File: src/rtl/slwbc_pkg.sv
// ----------------------------------------------------------------------------
// slwbc_pkg
// Shared types and codes for the single-line write-back cache: request and
// response beat layouts, access modes, response kinds and default sizes.
// ----------------------------------------------------------------------------
package slwbc_pkg;

    // Fixed field widths of the request and response beats
    localparam int ADDR_FIELD_W = 8;
    localparam int BYTE_W       = 8;
    localparam int FILL_W       = 64;
    localparam int MODE_W       = 2;
    localparam int KIND_W       = 3;

    // Default geometry
    localparam int DEF_LINE_BYTES   = 8;
    localparam int DEF_ADDRESS_BITS = 8;

    // Access modes
    localparam logic [MODE_W-1:0] MODE_READ  = 2'd0;
    localparam logic [MODE_W-1:0] MODE_WRITE = 2'd1;
    localparam logic [MODE_W-1:0] MODE_FILL  = 2'd2;
    localparam logic [MODE_W-1:0] MODE_FLUSH = 2'd3;

    // Response kinds
    localparam logic [KIND_W-1:0] KIND_READ      = 3'd0;
    localparam logic [KIND_W-1:0] KIND_STORE     = 3'd1;
    localparam logic [KIND_W-1:0] KIND_WRITEBACK = 3'd2;
    localparam logic [KIND_W-1:0] KIND_FETCH     = 3'd3;
    localparam logic [KIND_W-1:0] KIND_FLUSH     = 3'd4;

    // Request beat
    typedef struct packed {
        logic [MODE_W-1:0]       mode;
        logic [ADDR_FIELD_W-1:0] address;
        logic [BYTE_W-1:0]       write_value;
        logic [FILL_W-1:0]       fill_line;
    } req_t;

    // Response beat
    typedef struct packed {
        logic [KIND_W-1:0]       kind;
        logic [ADDR_FIELD_W-1:0] mem_address;
        logic [BYTE_W-1:0]       data;
        logic                    last;
    } rsp_t;

endpackage

File: src/rtl/slwbc_ram.sv
// ----------------------------------------------------------------------------
// slwbc_ram
// Generic single-write, single-read RAM with a registered read port. Read
// data holds until the next read is issued.
// ----------------------------------------------------------------------------
module slwbc_ram #(
    parameter int WIDTH  = 8,
    parameter int DEPTH  = 8,
    parameter int ADDR_W = 3
) (
    input  logic              clk,
    input  logic              wr_en,
    input  logic [ADDR_W-1:0] wr_addr,
    input  logic [WIDTH-1:0]  wr_data,
    input  logic              rd_en,
    input  logic [ADDR_W-1:0] rd_addr,
    output logic [WIDTH-1:0]  rd_data
);

    logic [WIDTH-1:0] mem_reg [DEPTH];
    logic [WIDTH-1:0] rd_data_reg;

    // Write one entry, read one entry
    always_ff @(posedge clk)
    begin
        if (wr_en)
        begin
            mem_reg[wr_addr] <= wr_data;
        end
        if (rd_en)
        begin
            rd_data_reg <= mem_reg[rd_addr];
        end
    end

    assign rd_data = rd_data_reg;

endmodule

File: src/rtl/slwbc_div.sv
// ----------------------------------------------------------------------------
// slwbc_div
// Splits a byte address into line number and byte offset. The line number
// comes from a multiply by the reciprocal of the line size and is registered;
// the offset is the registered address minus line number times line size.
// ----------------------------------------------------------------------------
module slwbc_div #(
    parameter int LINE_BYTES = 8,
    parameter int ADDR_W     = 8,
    parameter int LINE_W     = 5,
    parameter int OFF_W      = 3
) (
    input  logic              clk,
    input  logic              load,
    input  logic [ADDR_W-1:0] addr,
    output logic [LINE_W-1:0] quot,
    output logic [OFF_W-1:0]  rem
);

    // Exact for every address below 2**ADDR_W with ADDR_W <= 8
    localparam int RECIP_SHIFT = 16;
    localparam int RECIP       = ((1 << RECIP_SHIFT) + LINE_BYTES - 1) / LINE_BYTES;
    localparam int PROD_W      = ADDR_W + RECIP_SHIFT + 1;

    logic [PROD_W-1:0] prod;
    logic [ADDR_W-1:0] addr_reg;
    logic [LINE_W-1:0] quot_reg;
    logic [ADDR_W-1:0] rem_full;

    assign prod = PROD_W'(addr) * PROD_W'(RECIP);

    // Capture address and quotient
    always_ff @(posedge clk)
    begin
        if (load)
        begin
            addr_reg <= addr;
            quot_reg <= prod[RECIP_SHIFT +: LINE_W];
        end
    end

    // Recover the offset from the registered quotient
    assign rem_full = addr_reg - ADDR_W'(quot_reg) * ADDR_W'(LINE_BYTES);
    assign quot     = quot_reg;
    assign rem      = rem_full[OFF_W-1:0];

endmodule

File: src/rtl/single_line_write_back_cache.sv
// ----------------------------------------------------------------------------
// single_line_write_back_cache
// One cache line of LINE_BYTES bytes in front of a byte-addressed memory.
//
// Request channel (req_valid / req_stall / req): mode 0 reads, 1 writes,
// 2 delivers a fetched line, 3 flushes. Response channel (rsp_valid /
// rsp_stall / rsp) carries read data, store done, write-back bytes, line
// fetch requests and flush done; last marks the final beat of a request.
// One request is worked at a time: req_stall is high from the beat after
// acceptance until the final response beat is loaded, or until a fill that
// nothing waits for is dropped. A miss or flush scans the line byte by byte
// with one shared address adder, writes back each written byte, then sends
// a closing beat. A fill sweeps the line RAM one byte per cycle.
// The response register holds its beat while rsp_stall is high and the
// sequencer waits; a new request may be accepted while the last response
// still waits. Reset empties the line (nothing loaded, nothing written or
// pending); the line data RAM itself is not cleared.
// ----------------------------------------------------------------------------
module single_line_write_back_cache #(
    parameter int LINE_BYTES   = slwbc_pkg::DEF_LINE_BYTES,
    parameter int ADDRESS_BITS = slwbc_pkg::DEF_ADDRESS_BITS
) (
    input  logic              clk,
    input  logic              rst_n,
    input  logic              req_valid,
    output logic              req_stall,
    input  slwbc_pkg::req_t   req,
    output logic              rsp_valid,
    input  logic              rsp_stall,
    output slwbc_pkg::rsp_t   rsp
);

    import slwbc_pkg::*;

    localparam int AW       = (ADDRESS_BITS < ADDR_FIELD_W) ? ADDRESS_BITS : ADDR_FIELD_W;
    localparam int LINE_W   = $clog2(((1 << AW) + LINE_BYTES - 1) / LINE_BYTES);
    localparam int OFF_W    = $clog2(LINE_BYTES);
    localparam int SUM_W    = AW + 1;
    localparam logic [OFF_W-1:0] IDX_LAST = OFF_W'(LINE_BYTES - 1);

    typedef enum logic [8:0] {
        S_IDLE      = 9'b000000001,
        S_CHECK     = 9'b000000010,
        S_SCAN      = 9'b000000100,
        S_WB        = 9'b000001000,
        S_FINISH    = 9'b000010000,
        S_RDATA     = 9'b000100000,
        S_STORE     = 9'b001000000,
        S_FILL      = 9'b010000000,
        S_FILL_DONE = 9'b100000000
    } state_t;

    state_t                          state_reg, state_next;
    logic [OFF_W-1:0]                idx_reg, idx_next;
    logic [LINE_W-1:0]               line_number_reg, line_number_next;
    logic                            loaded_reg, loaded_next;
    logic                            pending_reg, pending_next;
    logic                            pend_write_reg, pend_write_next;
    logic [OFF_W-1:0]                pend_off_reg, pend_off_next;
    logic [BYTE_W-1:0]               pend_value_reg, pend_value_next;
    logic [LINE_BYTES-1:0]           dirty_reg, dirty_next;

    logic [MODE_W-1:0]               mode_reg;
    logic [BYTE_W-1:0]               value_reg;
    logic [LINE_BYTES-1:0][BYTE_W-1:0] fill_reg;

    logic                            rsp_valid_reg;
    rsp_t                            rsp_reg;

    logic                            accept;
    logic                            out_free;
    logic                            emit;
    rsp_t                            emit_item;
    logic                            hit;

    logic [LINE_W-1:0]               div_q;
    logic [OFF_W-1:0]                div_r;

    logic                            ram_wr_en;
    logic [OFF_W-1:0]                ram_wr_addr;
    logic [BYTE_W-1:0]               ram_wr_data;
    logic                            ram_rd_en;
    logic [OFF_W-1:0]                ram_rd_addr;
    logic [BYTE_W-1:0]               ram_rd_data;

    logic [LINE_W-1:0]               unit_line;
    logic [OFF_W-1:0]                unit_off;
    logic [SUM_W-1:0]                unit_sum;
    logic [ADDR_FIELD_W-1:0]         unit_addr;

    // Handshake
    assign req_stall = (state_reg != S_IDLE);
    assign accept    = req_valid && !req_stall;
    assign out_free  = !rsp_valid_reg || !rsp_stall;
    assign rsp_valid = rsp_valid_reg;
    assign rsp       = rsp_reg;

    // Address split
    slwbc_div #(
        .LINE_BYTES (LINE_BYTES),
        .ADDR_W     (AW),
        .LINE_W     (LINE_W),
        .OFF_W      (OFF_W)
    ) u_div (
        .clk  (clk),
        .load (accept),
        .addr (req.address[AW-1:0]),
        .quot (div_q),
        .rem  (div_r)
    );

    // Line data
    slwbc_ram #(
        .WIDTH  (BYTE_W),
        .DEPTH  (LINE_BYTES),
        .ADDR_W (OFF_W)
    ) u_line_ram (
        .clk     (clk),
        .wr_en   (ram_wr_en),
        .wr_addr (ram_wr_addr),
        .wr_data (ram_wr_data),
        .rd_en   (ram_rd_en),
        .rd_addr (ram_rd_addr),
        .rd_data (ram_rd_data)
    );

    // Shared memory address unit: write-back byte or fetch base
    assign unit_line = (state_reg == S_FINISH) ? div_q : line_number_reg;
    assign unit_off  = (state_reg == S_FINISH) ? '0 : idx_reg;
    assign unit_sum  = SUM_W'(unit_line) * SUM_W'(LINE_BYTES) + SUM_W'(unit_off);
    assign unit_addr = ADDR_FIELD_W'(unit_sum[AW-1:0]);

    assign hit = loaded_reg && (div_q == line_number_reg);

    // Sequencer
    always_comb
    begin
        state_next       = state_reg;
        idx_next         = idx_reg;
        line_number_next = line_number_reg;
        loaded_next      = loaded_reg;
        pending_next     = pending_reg;
        pend_write_next  = pend_write_reg;
        pend_off_next    = pend_off_reg;
        pend_value_next  = pend_value_reg;
        dirty_next       = dirty_reg;
        emit             = 1'b0;
        emit_item        = '0;
        ram_wr_en        = 1'b0;
        ram_wr_addr      = idx_reg;
        ram_wr_data      = fill_reg[idx_reg];
        ram_rd_en        = 1'b0;
        ram_rd_addr      = idx_reg;

        unique case (state_reg)
            S_IDLE:
            begin
                if (accept)
                begin
                    state_next = S_CHECK;
                end
            end

            S_CHECK:
            begin
                idx_next = '0;
                case (mode_reg) inside
                    MODE_READ, MODE_WRITE:
                    begin
                        if (!hit)
                        begin
                            state_next = S_SCAN;
                        end
                        else if (mode_reg == MODE_READ)
                        begin
                            ram_rd_en   = 1'b1;
                            ram_rd_addr = div_r;
                            state_next  = S_RDATA;
                        end
                        else
                        begin
                            state_next = S_STORE;
                        end
                    end
                    MODE_FILL:
                    begin
                        // drop a fill that nothing waits for
                        state_next = pending_reg ? S_FILL : S_IDLE;
                    end
                    default:
                    begin
                        state_next = S_SCAN;
                    end
                endcase
            end

            S_SCAN:
            begin
                if (dirty_reg[idx_reg])
                begin
                    ram_rd_en  = 1'b1;
                    state_next = S_WB;
                end
                else if (idx_reg == IDX_LAST)
                begin
                    state_next = S_FINISH;
                end
                else
                begin
                    idx_next = idx_reg + OFF_W'(1);
                end
            end

            S_WB:
            begin
                if (out_free)
                begin
                    emit                  = 1'b1;
                    emit_item.kind        = KIND_WRITEBACK;
                    emit_item.mem_address = unit_addr;
                    emit_item.data        = ram_rd_data;
                    dirty_next[idx_reg]   = 1'b0;
                    if (idx_reg == IDX_LAST)
                    begin
                        state_next = S_FINISH;
                    end
                    else
                    begin
                        idx_next   = idx_reg + OFF_W'(1);
                        state_next = S_SCAN;
                    end
                end
            end

            S_FINISH:
            begin
                if (out_free)
                begin
                    emit           = 1'b1;
                    emit_item.last = 1'b1;
                    state_next     = S_IDLE;
                    if (mode_reg == MODE_FLUSH)
                    begin
                        emit_item.kind = KIND_FLUSH;
                    end
                    else
                    begin
                        // take the new line and wait for its fill
                        emit_item.kind        = KIND_FETCH;
                        emit_item.mem_address = unit_addr;
                        line_number_next      = div_q;
                        loaded_next           = 1'b0;
                        dirty_next            = '0;
                        pending_next          = 1'b1;
                        pend_write_next       = (mode_reg == MODE_WRITE);
                        pend_off_next         = div_r;
                        pend_value_next       = value_reg;
                    end
                end
            end

            S_RDATA:
            begin
                if (out_free)
                begin
                    emit           = 1'b1;
                    emit_item.kind = KIND_READ;
                    emit_item.data = ram_rd_data;
                    emit_item.last = 1'b1;
                    state_next     = S_IDLE;
                end
            end

            S_STORE:
            begin
                if (out_free)
                begin
                    ram_wr_en         = 1'b1;
                    ram_wr_addr       = div_r;
                    ram_wr_data       = value_reg;
                    dirty_next[div_r] = 1'b1;
                    emit              = 1'b1;
                    emit_item.kind    = KIND_STORE;
                    emit_item.last    = 1'b1;
                    state_next        = S_IDLE;
                end
            end

            S_FILL:
            begin
                // sweep fetched bytes in, with the pending store merged
                ram_wr_en = 1'b1;
                if (pend_write_reg && (idx_reg == pend_off_reg))
                begin
                    ram_wr_data = pend_value_reg;
                end
                if (idx_reg == IDX_LAST)
                begin
                    state_next = S_FILL_DONE;
                end
                else
                begin
                    idx_next = idx_reg + OFF_W'(1);
                end
            end

            S_FILL_DONE:
            begin
                if (out_free)
                begin
                    emit           = 1'b1;
                    emit_item.last = 1'b1;
                    loaded_next    = 1'b1;
                    pending_next   = 1'b0;
                    dirty_next     = '0;
                    state_next     = S_IDLE;
                    if (pend_write_reg)
                    begin
                        emit_item.kind           = KIND_STORE;
                        dirty_next[pend_off_reg] = 1'b1;
                    end
                    else
                    begin
                        emit_item.kind = KIND_READ;
                        emit_item.data = fill_reg[pend_off_reg];
                    end
                end
            end

            default:
            begin
                state_next = S_IDLE;
            end
        endcase
    end

    // Control state
    always_ff @(posedge clk or negedge rst_n)
    begin
        if (!rst_n)
        begin
            state_reg       <= S_IDLE;
            idx_reg         <= '0;
            line_number_reg <= '0;
            loaded_reg      <= 1'b0;
            pending_reg     <= 1'b0;
            pend_write_reg  <= 1'b0;
            pend_off_reg    <= '0;
            pend_value_reg  <= '0;
            dirty_reg       <= '0;
            rsp_valid_reg   <= 1'b0;
        end
        else
        begin
            state_reg       <= state_next;
            idx_reg         <= idx_next;
            line_number_reg <= line_number_next;
            loaded_reg      <= loaded_next;
            pending_reg     <= pending_next;
            pend_write_reg  <= pend_write_next;
            pend_off_reg    <= pend_off_next;
            pend_value_reg  <= pend_value_next;
            dirty_reg       <= dirty_next;
            if (emit)
            begin
                rsp_valid_reg <= 1'b1;
            end
            else if (!rsp_stall)
            begin
                rsp_valid_reg <= 1'b0;
            end
        end
    end

    // Capture request beat, load response beat
    always_ff @(posedge clk)
    begin
        if (accept)
        begin
            mode_reg  <= req.mode;
            value_reg <= req.write_value;
            fill_reg  <= req.fill_line[LINE_BYTES*BYTE_W-1:0];
        end
        if (emit)
        begin
            rsp_reg <= emit_item;
        end
    end

    // A final response beat always returns the sequencer to idle
    a_last_to_idle: assert property (@(posedge clk) disable iff (!rst_n)
        emit && emit_item.last |=> state_reg == S_IDLE)
        else $error("sequencer not idle after final response beat");

    // A pending fetch and a loaded line exclude each other
    a_pending_unloaded: assert property (@(posedge clk) disable iff (!rst_n)
        !(pending_reg && loaded_reg))
        else $error("fetch pending while line loaded");

    // No written byte without a loaded line
    a_clean_unloaded: assert property (@(posedge clk) disable iff (!rst_n)
        !loaded_reg |-> dirty_reg == '0)
        else $error("written byte in an unloaded line");

endmodule
File: config.mk
export PLATFORM = sky130hd
export DESIGN_NAME = single_line_write_back_cache
export DESIGN_NICKNAME = d
export VERILOG_FILES = /design/src/rtl/slwbc_pkg.sv /design/src/rtl/slwbc_ram.sv /design/src/rtl/slwbc_div.sv /design/src/rtl/single_line_write_back_cache.sv
export SDC_FILE = /design/constraint.sdc
export NUM_CORES = 1
export LEC_CHECK = 0
export BUFFER_PORTS_ARGS = -buffer_cell sky130_fd_sc_hd__buf_2
export CORE_ASPECT_RATIO = 0.8
export CORE_MARGIN = 5
export CORE_UTILIZATION = 40
export DETAILED_ROUTE_END_ITERATION = 7
export GPL_TIMING_DRIVEN = 0
export PLACE_DENSITY = 0.59
export SYNTH_ARGS = -nofsm -noshare
export SYNTH_HDL_FRONTEND = slang
export SYNTH_SLANG_ARGS = --single-unit
File: constraint.sdc
create_clock -name clk -period 5.6 [get_ports clk]
set_input_delay 0.84 -clock clk [delete_from_list [all_inputs] [get_ports clk]]
set_output_delay 0.84 -clock clk [all_outputs]
set_load 0.05 [all_outputs]
### After elaboration in Yosys (flattened, before gate mapping)

Memories as Yosys holds them, arrays and structs flattened. A register that Yosys moved wholly into a read port is not among the register bits.
Cells that the tools add are included.

| cells by class | value |
|---|---|
| add/sub/neg operators | 3 |
| $lt $le $gt $ge | 6 |
| equality and inequality tests | 27 |
| muxes and demuxes | 81 |
| bitwise logic cells | 4 |
| reduce and logical (&&, ||, !) cells | 23 |

Operators by type and width:

| cell | count |
|---|---|
| two-way mux 8 bit | 14 |
| two-way mux 9 bit | 9 |
| case mux 9 bit (6 select lines) | 1 |
| binary-select mux 8 bit (select 3 bit) | 2 |
| two-way mux 3 bit | 12 |
| case mux 8 bit (2 select lines) | 2 |
| case mux 8 bit (4 select lines) | 1 |
| case mux 3 bit (4 select lines) | 2 |
| case mux 8 bit (3 select lines) | 1 |
| two-way mux 1 bit | 22 |
| two-way mux 18 bit | 1 |
| != test 2 bit (second input constant) | 8 |
| two-way mux 7 bit | 2 |
| < comparator 3 x 4 -> 1 bit (second input constant) | 3 |
| two-way mux 11 bit | 1 |
| two-way mux 5 bit | 2 |
| demux 1 bit (select 3 bit) | 3 |
| == test 9 x 1 -> 1 bit (second input constant) | 1 |
| == test 9 x 2 -> 1 bit (second input constant) | 1 |
| == test 9 x 3 -> 1 bit (second input constant) | 1 |
| == test 9 x 4 -> 1 bit (second input constant) | 1 |
| == test 9 x 5 -> 1 bit (second input constant) | 1 |
| == test 9 x 6 -> 1 bit (second input constant) | 1 |
| == test 9 x 7 -> 1 bit (second input constant) | 1 |
| 34 further kinds | 51 |

| storage, ports and cells | value |
|---|---|
| bits in registers | 142 |
| RAM bits | 64 |
| input bits | 86 |
| output and inout port bits | 22 |
| logic and storage cells | 171 |
| memories | 1 |

Memories:

| name | words | bits a word | rd ports | clocked after memory_dff | wr ports | line | source |
|---|---|---|---|---|---|---|---|
| u_line_ram.mem_reg | 8 | 8 | 1 | 1 | 1 | slwbc_ram.sv:20 | `logic [WIDTH-1:0] mem_reg [DEPTH];` |

### Logic depth before layout (Yosys ltp)

| depth | value |
|---|---|
| depth after elaboration | 8 |
| mapped depth | 10 |
| depth with buffers taken out | 6 |

### Modules after synthesis

Synthesis repeated with hierarchy kept, for this count alone.

| second synthesis, totals | value |
|---|---|
| cells, all modules | 659 |
| area, all modules | 9770.6 um^2 |

Modules (own cells, without submodules):

| module | instances | cells an instance | area an instance (um^2) | sequential area each (um^2) |
|---|---|---|---|---|
| single_line_write_back_cache | 1 | 537 | 6759.0 | 3824.9 |
| slwbc_ram | 1 | 114 | 2771.4 | 2162.1 |
| slwbc_div | 1 | 8 | 240.2 | 240.2 |

### Least setup slack after synthesis

Ideal clock, no wire load.

| timing | value |
|---|---|
| path kind | reg-to-reg |
| start point | register state_reg[5] |
| end point | register fill_reg[0] (netlist name) (enable) |
| setup time | 0.450 ns |
| arrival | 3.449 ns |
| data required time | 5.150 ns |
| slack | 1.701 ns |
| stages on the path, launching flop included | 7 |
| buffers on the path | 2 |
| period minus slack after synthesis | 3.899 ns |
| path through | dfrtp_1 -> buf_6 -> or4_4 -> buf_6 -> nor2_1 -> and3_1 -> and2_1 |

| on the way | value |
|---|---|
| word-level cells in the longest chain between the ends | 3 |

Ends and longest elaborated chain:

| item | line | source |
|---|---|---|
| start, declared | single_line_write_back_cache.sv:53 | `state_t state_reg, state_next;` |
| start signal, assigned | single_line_write_back_cache.sv:355 | `state_reg <= state_next;` |
| != test 9 x 1 -> 1 bit | single_line_write_back_cache.sv:92 | `assign req_stall = (state_reg != S_IDLE);` |
| zero test 1 bit | single_line_write_back_cache.sv:93 | `assign accept = req_valid && !req_stall;` |
| logical AND 1 bit | single_line_write_back_cache.sv:93 |  |
| via accept | single_line_write_back_cache.sv:70 | `logic accept;` |
| end signal, assigned | single_line_write_back_cache.sv:382 | `fill_reg <= req.fill_line[LINE_BYTES*BYTE_W-1:0];` |
| end, declared | single_line_write_back_cache.sv:65 | `logic [LINE_BYTES-1:0][BYTE_W-1:0] fill_reg;` |

The timed path passes the listed nets, and every way through them passes these cells.
A chain may end at the register's enable or synchronous reset.

### Worst setup path in the final report

| timing | value |
|---|---|
| start point | register idx_reg[0] |
| end point | memory u_line_ram.mem_reg[4][0], data pin |

| on the way | value |
|---|---|
| word-level cells in the longest chain between the ends | 4 |
| elaborated cells between the ends (all ways) | 7 |

Ends and longest elaborated chain:

| item | line | source |
|---|---|---|
| start, declared | single_line_write_back_cache.sv:54 | `logic [OFF_W-1:0] idx_reg, idx_next;` |
| start signal, assigned | single_line_write_back_cache.sv:356 | `idx_reg <= idx_next;` |
| binary-select mux 8 bit (select 3 bit) / == test 3 bit (equally long branches) | single_line_write_back_cache.sv:151, single_line_write_back_cache.sv:293 |  |
| two-way mux 8 bit (not written as such) / logical AND 1 bit (equally long branches) | single_line_write_back_cache.sv:151, single_line_write_back_cache.sv:293 |  |
| two-way mux 8 bit (on tied branches) | single_line_write_back_cache.sv:293, single_line_write_back_cache.sv:276 |  |
| case mux 8 bit (2 select lines) * | single_line_write_back_cache.sv:155 | `unique case (state_reg)` |
| via ram_wr_data[0] | single_line_write_back_cache.sv:81 | `logic [BYTE_W-1:0] ram_wr_data;` |
| end, declared | slwbc_ram.sv:20 |  |

Mark *: on every way through the listed nets, which the timed path passes. The rest lies on a longest branch. The select of a mux whose other input is x is not followed.

==> flow_metrics.env <==
export IMPL_status="finished, final reports clean"
export IMPL_cts_hold_buf=0
export IMPL_vias=6952
export IMPL_finalPower_mw=5.636
export IMPL_syn_inst=731
export IMPL_slew_headroom=0.1871
export IMPL_critPathSlowestCell="clkbuf_1"
export IMPL_drtPass1Iterations=5
export IMPL_p_int_mw=3.789
export IMPL_cp_max_fo=10
export IMPL_finalSetupTns_ns=0
export IMPL_portBuffers=107
export IMPL_critical_path_buf_inv_count=3
export IMPL_syn_avg_cell_area_sq_um=13.82
export IMPL_maxCapViolations=0
export IMPL_hold_viol_final=0
export IMPL_min_path_cells=1
export IMPL_pwr_share_clk=0.281
export IMPL_powerDensity_nw_per_um2=473.7
export IMPL_min_from="req[42]"
export IMPL_synthDistinctLibCells=66
export IMPL_start_util=0.4024
export IMPL_reg2regPathDepth=8
export IMPL_min_period_over_period=0.6562
export IMPL_arrival_ns=3.75
export IMPL_postRouteAntennaNets=0
export IMPL_drt_wl_total_mm=26.33
export IMPL_tightest_slew_ns=1.210
export IMPL_crit_family="buffers and inverters"
export IMPL_clockBufferDepth=3
export IMPL_grt_overflow_total=0
export IMPL_synth_async_reset_ratio=0.1869
export IMPL_grt_pass1_wl_mm=40.63
export IMPL_final_cell_mix="edfxtp_1 (174), buf_2 (108), nand2_1 (64)"
export IMPL_cts_root_buf="clkbuf_16"
export IMPL_fin_crit_ns=3.675
export IMPL_grt_pass1_vias=6896
export IMPL_rsz0062_at_grt="false"
export IMPL_clock_sinks=214
export IMPL_htree_num_levels=1
export IMPL_drc=0
export IMPL_swShare=0.3278
export IMPL_antenna_found_initial=0
export IMPL_die_area_sq_um=28560
export IMPL_power_frac_comb=0.306
export IMPL_r2r_end="u_line_ram.mem_reg[4][0]"
export IMPL_setup_violations=0
export IMPL_synthFlopType="edfxtp_1"
export IMPL_cp_data_required_time_ns=5.68
export IMPL_place_congestion=0.9146
export IMPL_skew_ns=0.01458
export IMPL_cts_setup_buffers=0
export IMPL_avgRoutedWirePerCell_um=21.83
export IMPL_seq_area_frac_synth=0.6163
export IMPL_holdPathEnd="fill_reg[42]"
export IMPL_yosys_warnings=0
export IMPL_syn_num_nets=819
export IMPL_num_antenna_cells=0
export IMPL_num_fill_cells=2248
export IMPL_syn_to_final_growth_pct=17.76
export IMPL_start_kind="flip-flop"
export IMPL_post_dp_hpwl_mm=19.12
export IMPL_cp_common_cell="clkbuf_1"
export IMPL_reg2reg_from="idx_reg[0]"
export IMPL_num_rows=52
export IMPL_p_sw_mw=1.847
export IMPL_worstSetupPathType="flip-flop to flip-flop"
export IMPL_fmax_mhz=272.1
export IMPL_path_cells="clkbuf_1 > clkbuf_1 > xnor2_1 > nand4_1 > clkbuf_1 > nand2_1 > o211ai_1 > o221ai_1"
export IMPL_fp_dieH_um=152.2
export IMPL_r2r_slack_ns=1.93
export IMPL_slew_violations=0
export IMPL_max_stage_delay_ns=0.78
export IMPL_cts_tree="done"
export IMPL_dr_first_iter_drc_count=645
export IMPL_seqPwrFrac=0.413
export IMPL_ctsResizeCount=0
export IMPL_core_sq_um=25110
export IMPL_track_usage=0.1802
export IMPL_fp_dieW_um=187.7
export IMPL_cts_made_buffers=23
export IMPL_synth_edf_count=174
export IMPL_final_common_cell="edfxtp_1"
export IMPL_grt_max_degree=76
export IMPL_viasPerCell=5.765
export IMPL_ir_worst_vdd_uv=236.5
export IMPL_synth_area_sq_um=10100
export IMPL_drive_gt1_frac=0.2630
export IMPL_num_io_pins=108
export IMPL_power_leakage_nw=4.429
export IMPL_hold_class="primary input to flip-flop"
export IMPL_ys_ff_latch=214
export IMPL_endpoint_kind="flip-flop"
export IMPL_cts_clk_slew_worst_paths_ns=0.06
export IMPL_clk_latency_ns=0.52
export IMPL_final_nets=953
==> kinds of logic after synthesis <==
kind of cell | count (synthesis) | synth area share
buffers and inverters | 62 | 0.02712
and+or+nand+nor | 198 | 0.09894
xor gates and xnor gates | 12 | 0.01040
muxes | 86 | 0.1303
AOI/OAI and AO/OA | 157 | 0.1145
adders and majority gates | 2 | 0.002476
DFF | 214 | 0.6163
==> through the flow <==
stage / utilization / instances / hold slack [ns] / cell area (sq um) / setup slack (ns)
after CTS: 0.4738 / 1206 / 0.4696 / 11900 / 1.860
after global routing: 0.4738 / 1206 / 0.4698 / 11900 / 1.580
final: 0.4738 / 1206 / 0.4899 / 11900 / 1.925
after detailed placement: 0.4423 / 1164 / 0.4935 / 11110 / 1.868
after floorplan: - / 731 / 0.4800 / 10100 / 1.701
after global placement: 0.4398 / 1162 / 0.4888 / 11050 / 0.6193
==> worst max-delay path by stage <==
stage / startpoint / endpoint / cells past startpoint
CTS: idx_reg[0] / u_line_ram.mem_reg[4][3] / 7
floorplan: state_reg[5] / fill_reg[0] / 6
global placement: state_reg[6] / fill_reg[40] / 6
global route: idx_reg[0] / u_line_ram.mem_reg[6][3] / 7
finish: idx_reg[0] / u_line_ram.mem_reg[4][0] / 8
detailed placement: idx_reg[0] / u_line_ram.mem_reg[6][3] / 7
==> area by class of cell <==
type	instances	area (sq um)	area share
well taps	324	405.4	0.03407
repair buffers	109	578.1	0.04858
clock inverters	14	186.4	0.01567
multi-input cells	455	3623	0.3045
inverters	10	37.54	0.003155
plain buffers	52	236.5	0.01987
clock buffers	28	604.3	0.05079
flip-flops and latches	214	6227	0.5233
==> synth_stat cells (3+ instances only) <==
cell type | n | area [sq um]
edfxtp_1 | 174 | 5225
and2_1 | 6 | 37.54
o21ai_0 | 25 | 125.1
a22o_1 | 5 | 43.79
mux2_2 | 24 | 270.3
mux4_2 | 34 | 765.7
clkbuf_1 | 40 | 150.1
nand4_1 | 6 | 37.54
and3_1 | 13 | 81.33
o22a_1 | 5 | 43.79
nand2b_1 | 12 | 75.07
nand3_1 | 5 | 25.02
xor2_1 | 4 | 35.03
o211ai_1 | 8 | 60.06
a2111oi_0 | 8 | 70.07
o32ai_1 | 12 | 105.1
a221oi_1 | 8 | 70.07
a21oi_1 | 13 | 65.06
nor3_1 | 8 | 40.04
buf_6 | 3 | 33.78
xnor2_1 | 8 | 70.07
a32oi_1 | 8 | 70.07
mux2i_1 | 28 | 280.3
buf_1 | 6 | 22.52
nand3b_1 | 3 | 22.52
dfrtp_1 | 39 | 975.9
o221ai_1 | 7 | 61.31
or2_2 | 9 | 56.30
inv_1 | 8 | 30.03
a21boi_0 | 10 | 75.07
nor2_1 | 50 | 187.7
nor2b_1 | 3 | 18.77
a31oi_1 | 11 | 68.82
a22oi_1 | 13 | 97.59
nand2_1 | 64 | 240.2
o22ai_1 | 12 | 75.07
==> routing by layer <==
layer | wire, um | share of wire | up-vias | global-route usage
met1 | 12360 | 0.47 | 3449 | 0.2766
met5 | 0 | 0 | - | 0
met2 | 11440 | 0.43 | 300 | 0.2649
met3 | 1921 | 0.073 | 41 | 0.03481
met4 | 609 | 0.023 | 0 | 0.04507
li1 | - | - | 3162 | -
==> power groups by stage <==
| stage | sequential [mW] | combinational [mW] | clock (mW) |
|---|---|---|---|
| 2_1_floorplan | 2.37 | 1.15 | 0 |
| 3_3_place_gp | 2.37 | 1.67 | 0 |
| 3_5_place_dp | 2.36 | 1.73 | 0 |
| 4_1_cts | 2.33 | 1.73 | 1.62 |
| 5_1_grt | 2.36 | 1.87 | 1.69 |
| 6_report | 2.33 | 1.72 | 1.58 |
Note: power is estimated with default switching activity, not from simulation.
